## config.mk

```make
export PLATFORM = sky130hd
export DESIGN_NAME = vrpc_div
export DESIGN_NICKNAME = d
export VERILOG_FILES = /design/src/hw/rtl/vrpc_pkg.sv /design/src/hw/rtl/vrpc_div.sv
export SDC_FILE = /design/constraint.sdc
export NUM_CORES = 1
export LEC_CHECK = 0
export ABC_CLOCK_PERIOD_IN_PS = 5600
export BUFFER_PORTS_ARGS = -buffer_cell sky130_fd_sc_hd__buf_2
export CAP_MARGIN = 0
export CORE_MARGIN = 4
export CORE_UTILIZATION = 60
export CTS_BUF_LIST = sky130_fd_sc_hd__clkbuf_4 sky130_fd_sc_hd__clkbuf_8
export CTS_CLUSTER_SIZE = 28
export DETAILED_ROUTE_END_ITERATION = 12
export PLACE_DENSITY = 0.77
export SETUP_SLACK_MARGIN = 0.02
export SLEW_MARGIN = 20
export SYNTH_ARGS = -nofsm -noshare
export SYNTH_HDL_FRONTEND = slang
export SYNTH_SLANG_ARGS = --single-unit
```

## constraint.sdc

```tcl
create_clock -name clk_i -period 5.6 [get_ports clk_i]
set_clock_uncertainty 0.2 [all_clocks]
set_input_delay 0.56 -clock clk_i [delete_from_list [all_inputs] [get_ports clk_i]]
set_output_delay 0.56 -clock clk_i [all_outputs]
set_load 0.02 [all_outputs]
```

## src/hw/rtl/vrpc_pkg.sv

```systemverilog
// Package with widths, constants and register indexes of the vertex transform.
`timescale 1ns / 1ps
package vrpc_pkg;

  // Default of the screen limit that sets the saturation range.
  localparam int MAX_SCREEN_WIDTH = 2048;

  // Perspective constants: unity factor and the compression knee.
  localparam int PerspOne  = 'h4000;
  localparam int PerspKnee = 'h4000 / 16;

  // Quotient bits of the depth compression (the result stays below PerspOne).
  localparam int DivSteps = 14;

  // Widths of the internal values.
  localparam int TrigW  = 18;
  localparam int PointW = 16;
  localparam int RotAW  = 19;  // first rotation results
  localparam int RotBW  = 22;  // second rotation results and depth
  localparam int ScrW   = 24;  // scaled screen offsets
  localparam int FacW   = 23;  // perspective factor
  localparam int RemW   = 23;  // divider remainder and divisor

  localparam int InDataW  = 48;
  localparam int OutDataW = 56;

  typedef enum logic [2:0] {
    CfgCosYaw   = 3'd0,
    CfgSinYaw   = 3'd1,
    CfgCosTilt  = 3'd2,
    CfgSinTilt  = 3'd3,
    CfgScale    = 3'd4,
    CfgPersp    = 3'd5,
    CfgWidth    = 3'd6,
    CfgHeight   = 3'd7
  } cfg_idx_e;

  // Values that travel alongside the depth divider.
  typedef struct packed {
    logic                    do_div;
    logic signed [RotBW-1:0] depth;
    logic signed [ScrW-1:0]  sx;
    logic signed [ScrW-1:0]  sy;
  } div_side_t;

endpackage

```

## src/hw/rtl/vrpc_div.sv

```systemverilog
// Pipelined restoring divider, one quotient bit per stage, with sideband.
`timescale 1ns / 1ps
module vrpc_div #(
  parameter int SideW = 1
) (
  input  logic                            clk_i,
  input  logic                            rst_ni,
  input  logic                            en_i,
  input  logic                            valid_i,
  input  logic [vrpc_pkg::RemW-1:0]       rem_i,
  input  logic [vrpc_pkg::RemW-1:0]       dvs_i,
  input  logic [SideW-1:0]                side_i,
  output logic                            valid_o,
  output logic [vrpc_pkg::DivSteps-1:0]   quo_o,
  output logic [SideW-1:0]                side_o
);

  localparam int N = vrpc_pkg::DivSteps;
  localparam int R = vrpc_pkg::RemW;

  logic [R-1:0]     rem_q  [N];
  logic [R-1:0]     dvs_q  [N];
  logic [N-1:0]     quo_q  [N];
  logic [SideW-1:0] side_q [N];
  logic [N-1:0]     v_q;

  for (genvar k = 0; k < N; k++) begin : g_step
    logic [R-1:0] rem_in, dvs_in;
    logic [N-1:0] quo_in;
    logic [SideW-1:0] side_in;
    logic         v_in;
    logic [R:0]   trial, dvs_ext;

    if (k == 0) begin : g_first
      assign rem_in  = rem_i;
      assign dvs_in  = dvs_i;
      assign quo_in  = '0;
      assign side_in = side_i;
      assign v_in    = valid_i;
    end else begin : g_next
      assign rem_in  = rem_q[k-1];
      assign dvs_in  = dvs_q[k-1];
      assign quo_in  = quo_q[k-1];
      assign side_in = side_q[k-1];
      assign v_in    = v_q[k-1];
    end

    assign trial   = {rem_in, 1'b0};
    assign dvs_ext = {1'b0, dvs_in};

    always_ff @(posedge clk_i or negedge rst_ni) begin
      if (!rst_ni) begin
        v_q[k] <= 1'b0;
      end else if (en_i) begin
        v_q[k] <= v_in;
      end
    end

    always_ff @(posedge clk_i) begin
      if (en_i) begin
        if (trial >= dvs_ext) begin
          rem_q[k] <= R'(trial - dvs_ext);
          quo_q[k] <= {quo_in[N-2:0], 1'b1};
        end else begin
          rem_q[k] <= trial[R-1:0];
          quo_q[k] <= {quo_in[N-2:0], 1'b0};
        end
        dvs_q[k]  <= dvs_in;
        side_q[k] <= side_in;
      end
    end
  end

  assign valid_o = v_q[N-1];
  assign quo_o   = quo_q[N-1];
  assign side_o  = side_q[N-1];

endmodule

```

## Word-level counts from Yosys, hierarchy flattened

Memory sizes are Yosys's and may differ from the RTL's.
Index checks and enable logic that the tools add are counted.

- Register bits: 14
- Memory bits (writable): 854
- Input port bits: 51
- Output and inout bits: 16
- Logic and storage cells: 188
- Memories kept: 4

- Add/subtract/negate cells: 14
- Magnitude comparators: 14
- Mux-type cells: 114
- Bitwise logic cells: 28

Memories:

| name | words | bits a word | read ports | clocked after Yosys merged registers in | write ports | line | RTL |
|---|---|---|---|---|---|---|---|
| dvs_q | 14 | 23 | 13 | 0 | 14 | vrpc_div.sv:22 | `logic [R-1:0] dvs_q [N];` |
| rem_q | 14 | 23 | 13 | 0 | 14 | vrpc_div.sv:21 | `logic [R-1:0] rem_q [N];` |
| quo_q | 14 | 14 | 14 | 0 | 14 | vrpc_div.sv:23 | `logic [N-1:0] quo_q [N];` |
| side_q | 14 | 1 | 14 | 0 | 14 | vrpc_div.sv:24 | `logic [SideW-1:0] side_q [N];` |

Operators by type and width:

| kind | number |
|---|---|
| $ge A24 B23 Y1 | 14 |
| $mux W23 | 14 |
| $sub A23 B23 Y23 | 14 |
| $mux W14 | 14 |
| $mux W1 | 86 |
| $or A1 B1 Y1 | 28 |

## Depth between registers and ports, before layout

An unclocked memory read counts as a cell.

- Word-level depth: 6
- Mapped depth: 13
- Depth with buffers taken out: 12

## Worst setup path before layout

No wires, ideal clock.

- Kind: input to register
- Start point: input dvs_i[2] (netlist name)
- End point: memory rem_q[0][10] (netlist name) (data pin)
- Library setup time: 0.260 ns
- Data arrival time: 2.875 ns
- Required time: 5.140 ns
- Slack: 2.265 ns
- Stages on the path: 12
- Path buffers: 1
- Cells stage by stage: inv_1 ha_1 nor2b_4 or3_1 a21oi_2 o21ai_1 o211a_1 o221a_2 o2111ai_1 a22oi_2 buf_6 mux2_2

RTL lines:

| element | line | RTL |
|---|---|---|
| start, declared | vrpc_div.sv:11 | `input logic [vrpc_pkg::RemW-1:0] dvs_i,` |
| end, declared | vrpc_div.sv:21 |  |

==> run summary <==
LAYOUT
------------------------------------------------------------------------------------
Count of filler cells inserted in the layout ..........................        5,074
Layout net count ......................................................        4,203
Cell area after layout ................................................   46,020 um2
Layout cells sized above 1 ............................................       0.1279
Layout overhead on the synthesized area ...............................       9.968%

CLOCKING
------------------------------------------------------------------------------------
Clock transition at path regs .........................................        60 ps
Maximum root-to-sink buffer count .....................................            3
Level count of the clock H-tree .......................................            3
Clock Sinks ...........................................................          731
Root buffer cell ...................................................... sky130_fd_sc_hd__clkbuf_8
Post-CTS setup buffer count ...........................................            0
Later-pin clock latency in the skew report ............................       710 ps
TritonCTS clock tree ..................................................        built
TritonCTS buffer count ................................................          121

POWER
------------------------------------------------------------------------------------
Total power divided by cell area ...................................... 516.1 nW/um2
Combinational share of power ..........................................        0.450
Switch share ..........................................................       0.3552
Internal power consumption ............................................    15,320 uW
Leakage power .........................................................   0.01915 uW
Share of power burned in the clock network ............................        0.187
Sw Pwr ................................................................      8436 uW
Peak ir drop on the vdd network .......................................    0.2458 mV
Sequential share of power .............................................        0.363

PLACEMENT
------------------------------------------------------------------------------------
Final estimated routing congestion in global placement ................       0.9154
Port Buffer Count .....................................................           66
Placed instance area ..................................................   43,200 um2
Worst slack after detailed placement ..................................      1448 ps
Placed wire-length estimate after detailed placement ..................    57,470 um

STA
------------------------------------------------------------------------------------
Max_slew headroom .....................................................       0.3259
Fraction of the cycle the final worst path needs ......................       0.7167
Worst hold margin .....................................................     102.7 ps
Worst Tran Pin Value ..................................................      1011 ps
Number of hold violations in the final report .........................            0
Final-layout setup total negative slack ...............................         0 ps
Final setup violating endpoints .......................................            0
Min Clock Period, post-route ..........................................      4014 ps
Highest clock frequency the design can meet ...........................   0.2492 GHz
RSZ-0062 raised after global routing ..................................           no
Crit path setup slack, layout .........................................      1586 ps
Final Max Tran Viols ..................................................            0

ROUTE
------------------------------------------------------------------------------------
Number of iterations in the first detailed-routing pass ...............            5
Post-detailed-route DRC marker count ..................................            0
Number of nets with antenna violations after detailed routing .........            0
Routed wire length per instance .......................................     16.15 um
Final wirelength ......................................................    78,310 um
Routed length on met3 .................................................      2797 um
Vias per cell .........................................................        5.679
Total via count after detailed routing ................................       27,530
DRT met1 WL ...........................................................    27,980 um
Uppermost metal layer occupied by signal nets .........................         met4
Drt initial violations ................................................        1,234
Met2 wire length ......................................................    42,640 um

FLOORPLANNING
------------------------------------------------------------------------------------
Die X-Extent ..........................................................     272.1 um
Die area ..............................................................   74,040 um2
Initial cell density of the core ......................................       0.6080
Count of pins on the block boundary ...................................           67
Standard-cell row count ...............................................           96
Area of the core ......................................................   68,830 um2
Overall die height ....................................................     272.1 um

GLOBAL ROUTE
------------------------------------------------------------------------------------
Pin count of the biggest net entering global routing ..................          206
Initial antenna violation count .......................................            1
Final global-route overflow total .....................................            0
Wire length of the first global-routing pass ..........................   129,400 um
Overall fraction of global-route tracks in use ........................       0.2109
Vias in the first global route ........................................       28,600

WORST SETUP PATH
------------------------------------------------------------------------------------
Top delay family on crit path ......................................... compound AO/OA/AOI/OAI gates
WP buf/inv ............................................................            0
Crit. End Element .....................................................         flop
Largest stage delay on the critical path ..............................       640 ps
Depth of the critical timing path with buffers and inverters included .            9
Cell depth of the worst flop-to-flop path .............................            9
Critical path data arrival time .......................................      4260 ps
Category of the critical setup timing path ............................ flop to flop
Category of the worst setup path launch point .........................         flop
Slowest cell on the critical path ..................................... sky130_fd_sc_hd__a21oi_4
Launching point of the worst reg2reg path ............................. rem_q[0][75]
CP cell instances ..................................................... ha_1 -> a2111o_1 -> o21ai_2 -> o211ai_1 -> nand2_1 -> a21oi_1 -> or3_1 -> a21oi_4 -> mux2_2
Worst R2R End ......................................................... rem_q[0][96]
Data required time of the worst path ..................................      5840 ps
Minimum setup slack among reg-to-reg paths ............................      1590 ps
Max Fanout on Critical Path ...........................................           24

HOLD PATH
------------------------------------------------------------------------------------
Tightest Hold Check Type .............................................. input port to async pin

FLOW RUN
------------------------------------------------------------------------------------
Number of maximum-capacitance violations ..............................            0

YOSYS
------------------------------------------------------------------------------------
Average cell area after synthesis .....................................    11.52 um2
Async S/R FF share, synth .............................................      0.01915
Total of flip-flops plus latches after synthesis ......................          731
Combined area of all synthesized cells ................................   41,850 um2
Number of warning messages in the yosys log ...........................            0
Syn_nets ..............................................................        4,019
Number of different library cells in the post-synthesis netlist .......           92
Number of flops mapped to enable cells by yosys .......................          715
Most used flip-flop cell after synthesis .............................. sky130_fd_sc_hd__edfxtp_1
Fraction of the yosys area taken by sequential cells ..................       0.5224
Number of instances in the synthesized netlist ........................        3,634

STATUS
------------------------------------------------------------------------------------
Result of the run ..................................................... finished, final reports clean

cell type report:
cell class / instances / area, um2 / share of cell area
inverters: 417 / 1565 / 0.03401
multi-input cells: 2408 / 18070 / 0.3926
well taps: 931 / 1165 / 0.02531
flip-flops and latches: 731 / 21860 / 0.4750
clock inverters: 61 / 337.8 / 0.007341
repair buffers: 139 / 1044 / 0.02267
diodes: 1 / 2.502 / 0.00005438
clock buffers: 160 / 1977 / 0.04296
routing by layer:
metal / up-vias / track usage
met5: - / 0
met3: 286 / 0.03154
li1: 13670 / -
met2: 605 / 0.4159
met1: 12980 / 0.2029
met4: 0 / 0.1310
synthesized netlist by cell type, drive strengths merged, types with 10 or more instances:
cell type	n	area, um2
a2111oi	12	111.4
a211oi	18	152.7
a21o	120	900.9
a21oi	265	1360
a31o	10	87.58
a31oi	36	240.2
and2	18	112.6
and3	23	143.9
buf	29	187.7
clkbuf	49	183.9
dfrtp	14	350.3
edfxtp	715	21470
fa	13	260.3
ha	321	4016
inv	416	1562
mux2	188	2155
mux2i	27	270.3
nand2	178	670.7
nand2b	35	219.0
nand3	50	250.2
nand4	54	337.8
nor2	237	889.6
nor2b	53	339.1
nor3	56	285.3
o211ai	19	147.6
o21a	51	382.9
o21ai	175	883.3
o21bai	34	255.2
o31a	13	113.9
o31ai	23	186.4
or3	16	100.1
xnor2	154	1349
xor2	89	779.5
per-stage QoR:
stage                     std cells  total power [uW]    util
after global placement         4576             19000  0.6276
after global routing           4848             25530  0.6686
after detailed placement       4576             19270  0.6276
final                          4848             23750  0.6686
after CTS                      4846             23840  0.6684
after floorplan                3634             17040       -
kinds of logic after synthesis:
logic type | Yosys count | synth area share
buf+inv | 495 | 0.04628
simple gates | 762 | 0.08763
fa+ha+maj | 334 | 0.1022
xor+xnor | 243 | 0.05086
compound gates | 854 | 0.1327
flops | 731 | 0.5224
mux | 215 | 0.05794
state kept, by name (all words and copies together), names as in the netlist:
signal and flops:
quo_q 105, rem_q 299, g_step.v_in 13, side_q 14, valid_o 1, dvs_q 299
power by group through the flow:
stage | Clock [uW] | Combinational, uW | Sequential (uW)
final | 4430 | 10700 | 8620
after global routing | 4850 | 11900 | 8750
after CTS | 4580 | 10700 | 8610
after detailed placement | 0 | 10600 | 8710
after global placement | 0 | 10300 | 8680
after floorplan | 0 | 8560 | 8480
how the worst max path moves through the flow:
stage	startpoint	end	slack, ps
6_report	rem_q[0][75]	rem_q[0][96]	1590
5_1_grt	dvs_q[9][0]	rem_q[1][62]	1290
4_1_cts	rem_q[1][70]	rem_q[1][110]	1390
3_5_place_dp	rem_q[1][70]	rem_q[1][110]	1450
3_3_place_gp	rem_q[1][70]	rem_q[1][94]	1530
2_1_floorplan	dvs_i[2]	rem_q[0][10]	2270
cells in the final DEF (no fill, tap or decap), types with 27 or more instances in the layout:
cell,Yosys,routed
sky130_fd_sc_hd__xor2_1,89,89
sky130_fd_sc_hd__a31oi_1,35,35
sky130_fd_sc_hd__edfxtp_1,715,715
sky130_fd_sc_hd__clkinv_1,1,34
sky130_fd_sc_hd__nor2_1,237,237
sky130_fd_sc_hd__a21oi_1,258,257
sky130_fd_sc_hd__a21o_1,120,120
sky130_fd_sc_hd__mux2i_1,27,27
sky130_fd_sc_hd__clkbuf_4,0,36
sky130_fd_sc_hd__nand4_1,54,54
sky130_fd_sc_hd__nand2b_1,35,35
sky130_fd_sc_hd__nand2_1,177,177
sky130_fd_sc_hd__nor2b_1,52,52
sky130_fd_sc_hd__o21ai_0,166,166
sky130_fd_sc_hd__ha_1,321,321
sky130_fd_sc_hd__buf_2,18,65
sky130_fd_sc_hd__clkbuf_8,0,124
sky130_fd_sc_hd__o21a_1,51,51
sky130_fd_sc_hd__mux2_2,167,167
sky130_fd_sc_hd__dlygate4sd3_1,0,49
sky130_fd_sc_hd__inv_1,416,416
sky130_fd_sc_hd__xnor2_1,154,154
sky130_fd_sc_hd__o21bai_1,34,34
sky130_fd_sc_hd__nand3_1,50,50
sky130_fd_sc_hd__nor3_1,55,55
worst reg2reg max path, stage by stage, from the launching register on:
cell and delay, ps:
sky130_fd_sc_hd__edfxtp_1 390, sky130_fd_sc_hd__ha_1 390, sky130_fd_sc_hd__a2111o_1 470, sky130_fd_sc_hd__o21ai_2 310, sky130_fd_sc_hd__o211ai_1 250, sky130_fd_sc_hd__nand2_1 170, sky130_fd_sc_hd__a21oi_1 90, sky130_fd_sc_hd__or3_1 390
sky130_fd_sc_hd__a21oi_4 640, sky130_fd_sc_hd__mux2_2 430
repair_timing:
item                                   4_1_cts  5_1_grt
hold buffers                                49        0
endpoints found under the hold margin       63        0
gates resized for setup                      0        0
Power figures use the tool's default switching activity.
